==> src/sv/tlsc_pkg.sv <==
// Shared types and constants of the text line splitter and row counter.
package tlsc_pkg;

  localparam int RES_SLOTS = 4;
  localparam int CNT_W     = 32;

  // Result kinds
  localparam logic [1:0] KIND_CONTENT = 2'd0;
  localparam logic [1:0] KIND_LINE    = 2'd1;
  localparam logic [1:0] KIND_DONE    = 2'd2;

  // Configuration register indexes
  localparam logic [1:0] REG_STRIP_BOM  = 2'd0;
  localparam logic [1:0] REG_SKIP_BLANK = 2'd1;
  localparam logic [1:0] REG_MAX_ROWS   = 2'd2;

  // Byte constants
  localparam logic [7:0] BOM_B0   = 8'hef;
  localparam logic [7:0] BOM_B1   = 8'hbb;
  localparam logic [7:0] BOM_B2   = 8'hbf;
  localparam logic [7:0] CHAR_LF  = 8'h0a;
  localparam logic [7:0] CHAR_CR  = 8'h0d;
  localparam logic [7:0] CHAR_SP  = 8'h20;

  // Progress through a leading byte order mark
  typedef enum logic [3:0] {
    PH_START = 4'b0001,
    PH_EF    = 4'b0010,
    PH_EFBB  = 4'b0100,
    PH_BODY  = 4'b1000
  } bom_phase_t;

  typedef struct packed {
    logic             strip_bom;
    logic             skip_blank;
    logic [CNT_W-1:0] max_rows;
  } cfg_t;

  typedef struct packed {
    logic [1:0]       kind;
    logic [7:0]       out_byte;
    logic             line_blank;
    logic [CNT_W-1:0] row_count;
  } result_t;

  // All results of one input word, slot 0 first
  typedef struct packed {
    logic [2:0]                  num;
    result_t [RES_SLOTS-1:0]     res;
  } run_t;

  function automatic result_t mk_res(logic [1:0] kind, logic [7:0] b, logic blank,
                                     logic [CNT_W-1:0] rows);
    result_t r;
    r.kind       = kind;
    r.out_byte   = b;
    r.line_blank = blank;
    r.row_count  = rows;
    return r;
  endfunction

endpackage

==> src/sv/tlsc_in_if.sv <==
// Input channel: one raw text byte or an end marker per word.
interface tlsc_in_if;
  logic       valid;
  logic       ready;
  logic [7:0] in_byte;
  logic       is_end;

  modport source (output valid, output in_byte, output is_end, input ready);
  modport sink   (input valid, input in_byte, input is_end, output ready);
endinterface

==> src/sv/tlsc_out_if.sv <==
// Result channel: content bytes, line ends and stream done words.
interface tlsc_out_if;
  logic        valid;
  logic        ready;
  logic [1:0]  kind;
  logic [7:0]  out_byte;
  logic        line_blank;
  logic [31:0] row_count;
  logic        last_of_run;

  modport source (output valid, output kind, output out_byte, output line_blank,
                  output row_count, output last_of_run, input ready);
  modport sink   (input valid, input kind, input out_byte, input line_blank,
                  input row_count, input last_of_run, output ready);
endinterface

==> src/sv/tlsc_cfg_if.sv <==
// Configuration write channel: register index and write data.
interface tlsc_cfg_if;
  logic        valid;
  logic        ready;
  logic [1:0]  index;
  logic [31:0] data;

  modport source (output valid, output index, output data, input ready);
  modport sink   (input valid, input index, input data, output ready);
endinterface

==> src/sv/tlsc_core.sv <==
// Stream state and the single-pass step logic that builds the results of one word.
module tlsc_core (
  input  logic                 clk,
  input  logic                 rst_n,
  input  logic                 accept,
  input  logic [7:0]           in_byte,
  input  logic                 is_end,
  input  tlsc_pkg::cfg_t       cfg,
  output tlsc_pkg::run_t       run
);

  tlsc_pkg::bom_phase_t          ph_r, ph_nxt;
  logic                          pcr_r, pcr_nxt;
  logic                          rs_r, rs_nxt;
  logic                          snb_r, snb_nxt;
  logic                          lim_r, lim_nxt;
  logic [tlsc_pkg::CNT_W-1:0]    rows_r, rows_nxt;
  logic                          lim;
  logic                          do_plain;
  logic                          do_line;

  always_comb begin
    ph_nxt   = ph_r;
    pcr_nxt  = pcr_r;
    rs_nxt   = rs_r;
    snb_nxt  = snb_r;
    lim_nxt  = lim_r;
    rows_nxt = rows_r;
    run      = '0;
    do_plain = 1'b0;
    do_line  = 1'b0;
    lim      = lim_r || (rows_r >= cfg.max_rows);

    if (accept) begin
      lim_nxt = lim;
      if (is_end) begin
        if (!lim) begin
          // Replay a partial mark, then close an open record
          if (ph_r == tlsc_pkg::PH_EF || ph_r == tlsc_pkg::PH_EFBB) begin
            run.res[run.num[1:0]] = tlsc_pkg::mk_res(tlsc_pkg::KIND_CONTENT,
                                      tlsc_pkg::BOM_B0, 1'b0, rows_nxt);
            run.num = run.num + 3'd1;
            rs_nxt  = 1'b1;
            snb_nxt = 1'b1;
          end
          if (ph_r == tlsc_pkg::PH_EFBB) begin
            run.res[run.num[1:0]] = tlsc_pkg::mk_res(tlsc_pkg::KIND_CONTENT,
                                      tlsc_pkg::BOM_B1, 1'b0, rows_nxt);
            run.num = run.num + 3'd1;
          end
          do_line = rs_nxt;
        end
      end else if (!lim) begin
        case (ph_r)
          tlsc_pkg::PH_START: begin
            if (cfg.strip_bom && in_byte == tlsc_pkg::BOM_B0) begin
              ph_nxt = tlsc_pkg::PH_EF;
            end else begin
              ph_nxt   = tlsc_pkg::PH_BODY;
              do_plain = 1'b1;
            end
          end
          tlsc_pkg::PH_EF: begin
            if (in_byte == tlsc_pkg::BOM_B1) begin
              ph_nxt = tlsc_pkg::PH_EFBB;
            end else begin
              run.res[0] = tlsc_pkg::mk_res(tlsc_pkg::KIND_CONTENT,
                             tlsc_pkg::BOM_B0, 1'b0, rows_r);
              run.num  = 3'd1;
              rs_nxt   = 1'b1;
              snb_nxt  = 1'b1;
              ph_nxt   = tlsc_pkg::PH_BODY;
              do_plain = 1'b1;
            end
          end
          tlsc_pkg::PH_EFBB: begin
            if (in_byte == tlsc_pkg::BOM_B2) begin
              ph_nxt = tlsc_pkg::PH_BODY;
            end else begin
              run.res[0] = tlsc_pkg::mk_res(tlsc_pkg::KIND_CONTENT,
                             tlsc_pkg::BOM_B0, 1'b0, rows_r);
              run.res[1] = tlsc_pkg::mk_res(tlsc_pkg::KIND_CONTENT,
                             tlsc_pkg::BOM_B1, 1'b0, rows_r);
              run.num  = 3'd2;
              rs_nxt   = 1'b1;
              snb_nxt  = 1'b1;
              ph_nxt   = tlsc_pkg::PH_BODY;
              do_plain = 1'b1;
            end
          end
          default: begin
            do_plain = 1'b1;
          end
        endcase

        if (do_plain) begin
          if (pcr_r && in_byte == tlsc_pkg::CHAR_LF) begin
            // drop the LF of a CRLF pair
            pcr_nxt = 1'b0;
          end else if (in_byte == tlsc_pkg::CHAR_CR) begin
            pcr_nxt = 1'b1;
            do_line = 1'b1;
          end else begin
            pcr_nxt = 1'b0;
            if (in_byte == tlsc_pkg::CHAR_LF) begin
              do_line = 1'b1;
            end else begin
              run.res[run.num[1:0]] = tlsc_pkg::mk_res(tlsc_pkg::KIND_CONTENT,
                                        in_byte, 1'b0, rows_r);
              run.num = run.num + 3'd1;
              rs_nxt  = 1'b1;
              if (in_byte > tlsc_pkg::CHAR_SP) begin
                snb_nxt = 1'b1;
              end
            end
          end
        end
      end

      // Line end; the count never overflows here since the limit is not reached
      if (do_line) begin
        if (!cfg.skip_blank || snb_nxt) begin
          rows_nxt = rows_r + tlsc_pkg::CNT_W'(1);
        end
        run.res[run.num[1:0]] = tlsc_pkg::mk_res(tlsc_pkg::KIND_LINE, 8'h00,
                                  !snb_nxt, rows_nxt);
        run.num = run.num + 3'd1;
        rs_nxt  = 1'b0;
        snb_nxt = 1'b0;
      end

      if (is_end) begin
        run.res[run.num[1:0]] = tlsc_pkg::mk_res(tlsc_pkg::KIND_DONE, 8'h00,
                                  1'b0, rows_nxt);
        run.num  = run.num + 3'd1;
        ph_nxt   = tlsc_pkg::PH_START;
        pcr_nxt  = 1'b0;
        rs_nxt   = 1'b0;
        snb_nxt  = 1'b0;
        rows_nxt = '0;
        lim_nxt  = 1'b0;
      end
    end
  end

  always_ff @(posedge clk) begin
    if (!rst_n) begin
      ph_r   <= tlsc_pkg::PH_START;
      pcr_r  <= 1'b0;
      rs_r   <= 1'b0;
      snb_r  <= 1'b0;
      lim_r  <= 1'b0;
      rows_r <= '0;
    end else begin
      ph_r   <= ph_nxt;
      pcr_r  <= pcr_nxt;
      rs_r   <= rs_nxt;
      snb_r  <= snb_nxt;
      lim_r  <= lim_nxt;
      rows_r <= rows_nxt;
    end
  end

endmodule

==> src/sv/tlsc_run_buf.sv <==
// Run buffer for the results of one word, drained into a registered output stage.
module tlsc_run_buf (
  input  logic                 clk,
  input  logic                 rst_n,
  input  logic                 load,
  input  tlsc_pkg::run_t       run,
  output logic                 free,
  output logic                 out_valid,
  input  logic                 out_ready,
  output tlsc_pkg::result_t    out_res,
  output logic                 out_last
);

  tlsc_pkg::result_t [tlsc_pkg::RES_SLOTS-1:0] slots_r;
  logic [1:0]  idx_r, idx_nxt;
  logic [2:0]  rem_r, rem_nxt;
  logic        ov_r, ov_nxt;
  logic        pop;

  // Move the next slot forward when the output stage is empty or being taken
  assign pop  = (rem_r != 3'd0) && (!ov_r || out_ready);
  assign free = (rem_r == 3'd0) || (rem_r == 3'd1 && pop);

  always_comb begin
    idx_nxt = idx_r;
    rem_nxt = rem_r;
    if (pop) begin
      idx_nxt = idx_r + 2'd1;
      rem_nxt = rem_r - 3'd1;
    end
    if (load && run.num != 3'd0) begin
      idx_nxt = 2'd0;
      rem_nxt = run.num;
    end
    if (pop) begin
      ov_nxt = 1'b1;
    end else if (out_ready) begin
      ov_nxt = 1'b0;
    end else begin
      ov_nxt = ov_r;
    end
  end

  always_ff @(posedge clk) begin
    if (!rst_n) begin
      idx_r <= 2'd0;
      rem_r <= 3'd0;
      ov_r  <= 1'b0;
    end else begin
      idx_r <= idx_nxt;
      rem_r <= rem_nxt;
      ov_r  <= ov_nxt;
    end
  end

  always_ff @(posedge clk) begin
    if (load && run.num != 3'd0) begin
      slots_r <= run.res;
    end
    if (pop) begin
      out_res  <= slots_r[idx_r];
      out_last <= (rem_r == 3'd1);
    end
  end

  assign out_valid = ov_r;

endmodule

==> src/sv/text_line_splitter_counter_top.sv <==
// Top level of the text line splitter and row counter.
//
// Usage:
//   in_ch  - one word per byte of text (in_byte), or an end marker (is_end set).
//   out_ch - result words: content byte, line end (with line_blank and the
//            running row_count) or stream done (with the final count).
//            last_of_run flags the final result caused by one input word.
//   cfg_ch - register writes (strip_bom, skip_blank, max_rows); always ready.
//            Write only while the block is idle.
// Flow: the results of a word are registered into the run buffer, then moved
//   into the output register. Throughput: one input word per cycle as long as
//   each word gives at most one result and out_ch does not stall; a word that
//   gives more results (mark replay, end of stream) drops in_ch.ready while the
//   run buffer drains. The step logic fills a four-slot run buffer in one pass;
//   it drains one result per cycle into the output register unless out_ch stalls.
// Reset (rst_n low at a clock edge) clears stream state, the run buffer and
//   the output stage, and sets the registers to their defaults (max_rows all
//   ones). When out_ch stalls, the output word holds and one further input
//   word with results is taken into the run buffer before in_ch drops ready.
module text_line_splitter_counter_top (
  input  logic       clk,
  input  logic       rst_n,
  tlsc_in_if.sink    in_ch,
  tlsc_out_if.source out_ch,
  tlsc_cfg_if.sink   cfg_ch
);

  tlsc_pkg::cfg_t     cfg_r;
  tlsc_pkg::run_t     run;
  tlsc_pkg::result_t  out_res;
  logic               accept;
  logic               free;
  logic               out_last;

  // Configuration registers: a write lands the cycle it is presented
  assign cfg_ch.ready = 1'b1;

  always_ff @(posedge clk) begin
    if (!rst_n) begin
      cfg_r.strip_bom  <= 1'b0;
      cfg_r.skip_blank <= 1'b0;
      cfg_r.max_rows   <= '1;
    end else if (cfg_ch.valid) begin
      case (cfg_ch.index)
        tlsc_pkg::REG_STRIP_BOM:  cfg_r.strip_bom  <= cfg_ch.data[0];
        tlsc_pkg::REG_SKIP_BLANK: cfg_r.skip_blank <= cfg_ch.data[0];
        tlsc_pkg::REG_MAX_ROWS:   cfg_r.max_rows   <= cfg_ch.data[tlsc_pkg::CNT_W-1:0];
        default: ;  // unused index: drop the write
      endcase
    end
  end

  // Take a word whenever the run buffer is free or frees this cycle
  assign in_ch.ready = free;
  assign accept      = in_ch.valid && free;

  tlsc_core u_core (
    .clk     (clk),
    .rst_n   (rst_n),
    .accept  (accept),
    .in_byte (in_ch.in_byte),
    .is_end  (in_ch.is_end),
    .cfg     (cfg_r),
    .run     (run)
  );

  tlsc_run_buf u_run_buf (
    .clk       (clk),
    .rst_n     (rst_n),
    .load      (accept),
    .run       (run),
    .free      (free),
    .out_valid (out_ch.valid),
    .out_ready (out_ch.ready),
    .out_res   (out_res),
    .out_last  (out_last)
  );

  // Unpack the output register onto the result channel
  assign out_ch.kind        = out_res.kind;
  assign out_ch.out_byte    = out_res.out_byte;
  assign out_ch.line_blank  = out_res.line_blank;
  assign out_ch.row_count   = out_res.row_count;
  assign out_ch.last_of_run = out_last;

endmodule

==> src/flat_wrapper.sv <==
// flat-port wrapper written by rule: the top's interface ports become plain ports
module text_line_splitter_counter_top_flat 
  (clk, rst_n, in_ch_valid, in_ch_in_byte, in_ch_is_end, in_ch_ready, out_ch_valid, out_ch_kind, out_ch_out_byte, out_ch_line_blank, out_ch_row_count, out_ch_last_of_run, out_ch_ready, cfg_ch_valid, cfg_ch_index, cfg_ch_data, cfg_ch_ready);
  tlsc_in_if in_ch_i ();
  tlsc_out_if out_ch_i ();
  tlsc_cfg_if cfg_ch_i ();
  input  logic clk;
  input  logic rst_n;
  input wire logic [$bits(in_ch_i.valid)-1:0] in_ch_valid;
  input wire logic [$bits(in_ch_i.in_byte)-1:0] in_ch_in_byte;
  input wire logic [$bits(in_ch_i.is_end)-1:0] in_ch_is_end;
  output wire logic [$bits(in_ch_i.ready)-1:0] in_ch_ready;
  output wire logic [$bits(out_ch_i.valid)-1:0] out_ch_valid;
  output wire logic [$bits(out_ch_i.kind)-1:0] out_ch_kind;
  output wire logic [$bits(out_ch_i.out_byte)-1:0] out_ch_out_byte;
  output wire logic [$bits(out_ch_i.line_blank)-1:0] out_ch_line_blank;
  output wire logic [$bits(out_ch_i.row_count)-1:0] out_ch_row_count;
  output wire logic [$bits(out_ch_i.last_of_run)-1:0] out_ch_last_of_run;
  input wire logic [$bits(out_ch_i.ready)-1:0] out_ch_ready;
  input wire logic [$bits(cfg_ch_i.valid)-1:0] cfg_ch_valid;
  input wire logic [$bits(cfg_ch_i.index)-1:0] cfg_ch_index;
  input wire logic [$bits(cfg_ch_i.data)-1:0] cfg_ch_data;
  output wire logic [$bits(cfg_ch_i.ready)-1:0] cfg_ch_ready;
  assign in_ch_i.valid = in_ch_valid;
  assign in_ch_i.in_byte = in_ch_in_byte;
  assign in_ch_i.is_end = in_ch_is_end;
  assign in_ch_ready = in_ch_i.ready;
  assign out_ch_valid = out_ch_i.valid;
  assign out_ch_kind = out_ch_i.kind;
  assign out_ch_out_byte = out_ch_i.out_byte;
  assign out_ch_line_blank = out_ch_i.line_blank;
  assign out_ch_row_count = out_ch_i.row_count;
  assign out_ch_last_of_run = out_ch_i.last_of_run;
  assign out_ch_i.ready = out_ch_ready;
  assign cfg_ch_i.valid = cfg_ch_valid;
  assign cfg_ch_i.index = cfg_ch_index;
  assign cfg_ch_i.data = cfg_ch_data;
  assign cfg_ch_ready = cfg_ch_i.ready;
  text_line_splitter_counter_top u_core (.clk(clk), .rst_n(rst_n), .in_ch(in_ch_i), .out_ch(out_ch_i), .cfg_ch(cfg_ch_i));
endmodule
==> config.mk <==
export PLATFORM = sky130hd
export DESIGN_NAME = text_line_splitter_counter_top_flat
export DESIGN_NICKNAME = d
export VERILOG_FILES = /design/src/sv/tlsc_pkg.sv /design/src/sv/tlsc_in_if.sv /design/src/sv/tlsc_out_if.sv /design/src/sv/tlsc_cfg_if.sv /design/src/sv/tlsc_core.sv /design/src/sv/tlsc_run_buf.sv /design/src/sv/text_line_splitter_counter_top.sv /design/src/flat_wrapper.sv
export SDC_FILE = /design/constraint.sdc
export NUM_CORES = 1
export LEC_CHECK = 0
export BUFFER_PORTS_ARGS = -buffer_cell sky130_fd_sc_hd__buf_2
export CAP_MARGIN = 0
export CORE_MARGIN = 8
export CORE_UTILIZATION = 45
export CTS_CLUSTER_DIAMETER = 30
export DETAILED_ROUTE_END_ITERATION = 10
export HOLD_SLACK_MARGIN = 0.12
export SLEW_MARGIN = 20
export SYNTH_ARGS = -nofsm -noshare
export SYNTH_HDL_FRONTEND = slang
export SYNTH_HIERARCHICAL = 1
export SYNTH_SLANG_ARGS = --single-unit
==> constraint.sdc <==
create_clock -name clk -period 14.2 [get_ports clk]
set_input_delay 1.42 -clock clk [delete_from_list [all_inputs] [get_ports clk]]
set_output_delay 1.42 -clock clk [all_outputs]
set_load 0.05 [all_outputs]
==> impl_results.md, run 1 <==
* Status: finished, final reports clean
* Worst min path class: flop to flop
* Crit. End Element: flop
* Initial cell density of the core at 0.453
* Slowest stage cell on the critical path: o31a_2
* Clk buf depth at 3
* Most frequent cells in the layout: edfxtp_1, a21oi_1, nand2_1, a221oi_1, buf_2
* Post-route cell area at 0.0209 sq mm
* Die height at 215 microns
* Quantity of hold-fixing buffers added after cts at 0
* Synthesis warning total at 6
* Core Rows at 73
* Synthesized Nets at 1845
* Number of flops mapped to enable cells by yosys at 216
* RSZ-0062 raised after global routing: no
* Routed WL at 60400 microns
* Final Power at 3510 uW
* Post-synth top area cell: edfxtp_1
* Vias/cell at 6.59
* Top achievable clock speed at 117 MHz
* MaxCap Viol Count at 0
* Pin count of the biggest net entering global routing at 69
* Maximum vdd drop at 133 uV
* Vias at 15600
* Final hold slack at 469 ps
* First-pass GRT wire length at 91900 microns
* # setup viols final at 0
* Clk slew on worst S/H paths at 40 ps
* CP top delay family: compound AO/OA/AOI/OAI gates
* Largest cells by area after synthesis: edfxtp_1, dfxtp_1, a221oi_1
* Grt total ovfl at 0
* Clk root buf: clkbuf_16
* WP buf/inv at 3
* Die Area at 0.0464 sq mm
* Critical path launch point type: flop
* Area Growth Syn to Fin at 16.8%
* Worst Path Arrival at 8740 ps
* CP Cell Sequence: inv_1 > ha_1 > nand2b_1 > a2111oi_0 > nor4b_1 > o41ai_1 > nand3_1 > a21oi_1 > ha_1 > mux2_2 > ha_1 > and2_1 > a311oi_1 > o31a_2 > buf_4 > buf_4
* Pre-antenna DRT Iters at 8
* Place WS at 5870 ps
* Die W at 215 microns
* FF+latch count, synth at 296
* Skew-Pair Late Insertion Delay at 590 ps
* Sequential fraction of the synthesis area at 0.452
* Async S/R FF share, synth at 0
* Slew Limit Fails at 0
* I/O pin count at 95
* Routability cong. at 0.976
* CTS tree: done
* Initial antenna violation count at 2
* Post-CTS Setup Inserts at 0
* Post_cts resized at 0
* CTS Buf Count at 70
* Skew final at 23.9 ps
* Main synth FF type: edfxtp_1
* Clock H-tree levels at 3
* Largest fanout on the critical path at 68
* Post-Route Setup TNS at 0 ps
* Synth Instances at 1749
* CP max stage delay at 910 ps
* Synth Area per Inst at 10.2 sq um
* First DRT Iteration DRCs at 1918
* Antenna-violating nets left at 0
* Avg WL per Cell at 25.5 microns
* DP Area at 0.0186 sq mm
* # DRC at 0
* Most common cell on crit path: ha_1
* Tmin final at 8540 ps
* Core region area at 0.0395 sq mm
* Worst Path Required at 14400 ps
* Relative slew margins at 0.226
* Final Hold Fails at 0
* Layout cells sized above 1 at 0.191
* Vias in the first global route at 15100
* Worst slew pin tran at 1150 ps
* Pwr Density at 168 mW/mm^2
* Synthesized cell area at 0.0179 sq mm
* Most common cell after layout, fill and taps aside: edfxtp_1
* Critical path class: flop to flop
* Final #Nets at 1884
* Antenna cells at 0
* Total GRT Usage at 0.253
* Final Cycle Share at 0.601
* Yosys top cell area share at 0.363
* Leak at 0.00738 uW
* CTS Sinks at 296
* Port bufs at 93
* Synth cell types at 95
* Dpl hpwl at 39400 microns
* Fin worst setup slack at 5660 ps
-- where the power goes --
group,switching (uW),leakage [uW],internal (uW)
clock,516,0.00110,1040
combinational,545,0.00375,213
sequential,77.9,0.00253,1120
-- path summary, 6_finish.rpt --
| check | cells past startpoint | startpoint | to | slack (ps) |
|---|---|---|---|---|
| setup / recovery | 16 | u_core/u_core/rows_r[0]$_SDFFE_PN0P_ | u_core/u_run_buf/slots_r[118]$_DFFE_PP_ | 5660 |
| setup reg to reg | 16 | u_core/u_core/rows_r[0]$_SDFFE_PN0P_ | u_core/u_run_buf/slots_r[118]$_DFFE_PP_ | 5660 |
| hold reg to reg | 2 | u_core/cfg_r[32]$_SDFFE_PN0P_ | u_core/cfg_r[32]$_SDFFE_PN0P_ | 470 |
| hold / removal | 2 | u_core/cfg_r[32]$_SDFFE_PN0P_ | u_core/cfg_r[32]$_SDFFE_PN0P_ | 470 |
-- logic make-up (layout without fill, tap and decap cells) --
| kind of cell | count (synthesis) | count (layout) | share of synthesized area |
|---|---|---|---|
| xor gates and xnor gates | 13 | 13 | 0.00636 |
| DFF | 296 | 296 | 0.452 |
| muxes | 58 | 58 | 0.0627 |
| AOI/OAI and AO/OA | 576 | 576 | 0.230 |
| adders and majority gates | 48 | 48 | 0.0336 |
| other | 1 | 1 | 0.000210 |
| and+or+nand+nor | 499 | 499 | 0.152 |
| buffers and inverters | 258 | 353 | 0.0628 |
-- stage by stage --
| step | utilization | cells |
|---|---|---|
| 2_1_floorplan | - | 1749 |
| 3_3_place_gp | 0.471 | 2241 |
| 3_5_place_dp | 0.471 | 2241 |
| 4_1_cts | 0.529 | 2369 |
| 5_1_grt | 0.529 | 2369 |
| 6_report | 0.529 | 2369 |
-- cell usage after synthesis (all sizes together) (39+ instances only) --
master / n
a21oi: 156
a221oi: 112
buf: 47
clkbuf: 114
dfxtp: 80
edfxtp: 216
ha: 48
inv: 94
mux4: 43
nand2: 134
nand3: 50
nor2: 71
nor3: 47
o21ai: 91
or3: 39
-- worst register-to-register path, delay by kind of cell, from the launching register on --
family          cells  cell delay [ps]
flops               1              520
buf+inv             3             1850
fa+ha+maj           3              810
mux                 1              300
simple gates        4             1400
compound gates      5             3260
-- layout make-up --
cell class | instances | area [sq um]
flip-flops and latches | 296 | 8090
fillers | 3567 | 18600
inverters | 97 | 364
clock buffers | 84 | 1850
well taps | 525 | 657
multi-input cells | 1195 | 8730
repair buffers | 128 | 728
clock inverters | 44 | 477
-- registers in the layout, indices dropped and copies added (netlist names) --
register / flops
u_core/cfg_r: 34
u_core/u_core/lim_r: 1
u_core/u_core/pcr_r: 1
u_core/u_core/ph_r: 4
u_core/u_core/rows_r: 32
u_core/u_core/rs_r: 1
u_core/u_core/snb_r: 1
u_core/u_run_buf/idx_r: 2
u_core/u_run_buf/out_last: 1
u_core/u_run_buf/out_res: 43
u_core/u_run_buf/out_valid: 1
u_core/u_run_buf/rem_r: 3
u_core/u_run_buf/slots_r: 172
-- per-layer routing --
metal  share of wire  routed length (microns)  track usage
met5         0.00031                       19            0
met4           0.041                     2490        0.122
met3            0.11                     6500       0.0622
met2            0.45                    27000        0.381
met1            0.40                    24300        0.337
No activity file was read; power rests on OpenSTA's default activity.
==> run 2, diff against run 1 <==
==> constraint.sdc (replaced) <==
create_clock -name clk -period 8 [get_ports clk]
set_input_delay 0.8 -clock clk [delete_from_list [all_inputs] [get_ports clk]]
set_output_delay 0.8 -clock clk [all_outputs]
set_load 0.05 [all_outputs]
==> run 2 against run 1 <==
- sequential cell count did not move
- sequential power rose by 77%
- maximum frequency rose by 36%
- register-to-register slack got worse by 4000 ps
- hold slack improved by 6.5 ps
- critical endpoint is now u_core/u_run_buf/slots_r[16]$_DFFE_PP_
==> impl_results.md, run 2 (synthesized netlist as in run 1, its figures left out) <==
* Crit. End Element: flop
* Post_cts resized at 0 (unchanged)
* Final Cycle Share at 0.787 (+0.186)
* Sw power at 2080 uW (+83%)
* # setup viols final at 0 (unchanged)
* Final Hold Fails at 0 (unchanged)
* Pre-antenna DRT Iters at 6 (-2)
* Layout cells sized above 1 at 0.204 (+0.0130)
* I/O pin count at 95 (unchanged)
* Pwr Density at 308 mW/mm^2 (+83%)
* Die Area at 0.0464 sq mm (unchanged)
* Clk root buf: clkbuf_16
* Largest registers: u_core/u_run_buf/slots_r (172), u_core/u_run_buf/out_res (43), u_core/cfg_r (34)
* Filler Cells Inserted at 3529 (-1.1%)
* Routability cong. at 0.918 (-6.0%)
* Core region area at 0.0395 sq mm (unchanged)
* Largest fanout on the critical path at 54 (-21%)
* FF-to-FF path depth at 17 (+1)
* Initial antenna violation count at 1 (-1)
* Die W at 215 microns (unchanged)
* Dpl hpwl at 40400 microns (+2.6%)
* Clk slew on worst S/H paths at 50 ps (about the same)
* Most common cell on crit path: ha_1
* Number of flip-flops in the largest register at 172 (unchanged)
* Vias at 15700 (+0.65%)
* Slack of the worst reg-to-reg path at 1700 ps (-3960 ps)
* Port bufs at 93 (unchanged)
* Post-Route Setup TNS at 0 ps (unchanged)
* CTS Buf Count at 75 (+7.1%)
* Relative slew margins at 0.266 (+0.0395)
* CTS tree: done
* Pin count of the biggest net entering global routing at 55 (-20%)
* Critical path launch point type: flop
* Antenna-violating nets left at 0 (unchanged)
* Worst slew pin tran at 1100 ps (-51.5 ps)
* First-pass GRT wire length at 91600 microns (-0.24%)
* Skew final at 18.5 ps (-5.42 ps)
* Clk buf depth at 3 (unchanged)
* First DRT Iteration DRCs at 2006 (+4.6%)
* Slowest stage cell on the critical path: dfxtp_1
* Most common cell after layout, fill and taps aside: edfxtp_1
* MaxCap Viol Count at 0 (unchanged)
* WHS Path Cells at 2 (unchanged)
* Worst hold start: u_core/u_core/pcr_r$_SDFFE_PN0P_
* Area Growth Syn to Fin at 19.1%
* Final #Nets at 1903 (+1.0%)
* Slew Limit Fails at 0 (unchanged)
* Tmin final at 6300 ps (-2240 ps)
* CP top delay family: simple AND/OR/NAND/NOR gates
* Internal Power at 4490 uW (+89%)
* Initial cell density of the core at 0.453 (unchanged)
* Worst Path Arrival at 6510 ps (-2230 ps)
* Hold Path End: u_core/u_core/pcr_r$_SDFFE_PN0P_
* Grt total ovfl at 0 (unchanged)
* CP max stage delay at 760 ps (-150 ps)
* Routed WL at 60900 microns (+0.95%)
* CP Cell Sequence: ha_1 > nand4_1 > nor4_1 > and4_1 > o41a_1 > buf_4 > nor2_1 > and2_1 > ha_1 > mux2_2 > ha_1 > nand2_1 > o31ai_1 > a21oi_1 > a311oi_1 > o31a_4 > buf_4
* RSZ-0062 raised after global routing: no
* Reg power frac at 0.321 (-0.019)
* Worst Path Required at 8210 ps (-6190 ps)
* Top achievable clock speed at 159 MHz (+36%)
* Leak at 0.00761 uW (+3.2%)
* Status: finished, final reports clean
* Combinational Power Share at 0.212 (-0.004)
* Post-CTS Setup Inserts at 0 (unchanged)
* Vias/cell at 6.56 (-0.44%)
* FF-to-FF End: u_core/u_run_buf/slots_r[16]$_DFFE_PP_
* # DRC at 0 (unchanged)
* Final hold slack at 475 ps (+6.46 ps)
* Total GRT Usage at 0.253 (+0.000677)
* Die height at 215 microns (unchanged)
* WP buf/inv at 2 (-1)
* Clock H-tree levels at 3 (unchanged)
* Core Rows at 73 (unchanged)
* Worst min path class: flop to flop
* Skew-Pair Late Insertion Delay at 580 ps (about the same)
* Avg WL per Cell at 25.4 microns (-0.15%)
* Largest Register: u_core/u_run_buf/slots_r
* Clk pwr share at 0.467 (+0.024)
* Critical path class: flop to flop
* Worst r2r src: u_core/u_core/rows_r[29]$_SDFFE_PN0P_
* Sw Share at 0.317 (-0.00754)
* Quantity of hold-fixing buffers added after cts at 0 (unchanged)
* Most frequent cells in the layout: edfxtp_1, a21oi_1, nand2_1, a221oi_1, buf_2
* Vias in the first global route at 15200 (+1.1%)
* Maximum vdd drop at 208 uV (+56%)
* CTS Sinks at 296 (unchanged)
-- run 2: cell type report --
class | instances | area, sq um | share of cell area
Sequential cell | 296 | 8090 | 0.380
Clock inverter | 48 | 531 | 0.0249
Multi-Input combinational cell | 1195 | 8740 | 0.410
Clock buffer | 91 | 2070 | 0.0973
Inverter | 97 | 364 | 0.0171
Timing Repair Buffer | 142 | 846 | 0.0397
Antenna cell | 1 | 2.50 | 0.000117
Tap cell | 525 | 657 | 0.0308
-- run 2: through the flow --
step           worst slack [ps]  utilization  area [sq um]  instances  total power (uW)
2_1_floorplan              1150            -         17900       1749              3140
5_1_grt                    1400        0.540         21300       2394              6790
4_1_cts                    1770        0.539         21300       2393              6610
3_5_place_dp               1720        0.473         18700       2254              3520
3_3_place_gp               1840        0.473         18700       2254              3500
6_report                   1700        0.540         21300       2395              6570
-- run 2: worst max path at each step --
stage,from,end,slack [ps],cells after the start
after floorplan,u_core/u_core/rows_r[0]$_SDFFE_PN0P_,u_core/u_run_buf/rem_r[0]$_SDFFE_PN0P_,1150,20
after global placement,u_core/u_core/rows_r[29]$_SDFFE_PN0P_,u_core/u_run_buf/slots_r[145]$_DFFE_PP_,1840,17
after detailed placement,u_core/u_core/rows_r[29]$_SDFFE_PN0P_,u_core/u_run_buf/slots_r[145]$_DFFE_PP_,1720,17
after CTS,u_core/u_core/rows_r[29]$_SDFFE_PN0P_,u_core/u_run_buf/slots_r[37]$_DFFE_PP_,1770,17
after global routing,u_core/u_core/rows_r[29]$_SDFFE_PN0P_,u_core/u_run_buf/slots_r[145]$_DFFE_PP_,1400,17
final,u_core/u_core/rows_r[29]$_SDFFE_PN0P_,u_core/u_run_buf/slots_r[16]$_DFFE_PP_,1700,17
-- run 2: layer usage --
layer	up-vias	GRT usage	routed length [microns]
met1	7571	0.331	24800
met4	0	0.124	2630
li1	6979	-	-
met5	-	0	0
met3	187	0.0599	6170
met2	973	0.392	27300
-- run 2: power by group through the flow --
stage	sequential [uW]	clock (uW)	combinational [uW]
2_1_floorplan	2450	0	686
3_3_place_gp	2160	0	1340
3_5_place_dp	2170	0	1360
4_1_cts	2140	3110	1360
5_1_grt	2140	3190	1460
6_report	2110	3070	1390
-- run 2: worst register-to-register path: stages, from the launching register on --
cell and delay, ps:
dfxtp_1 760, ha_1 250, nand4_1 220, nor4_1 690
and4_1 380, o41a_1 170, buf_4 310, nor2_1 120
and2_1 190, ha_1 280, mux2_2 190, ha_1 190
nand2_1 220, o31ai_1 290, a21oi_1 80, a311oi_1 380
o31a_4 620, buf_4 580
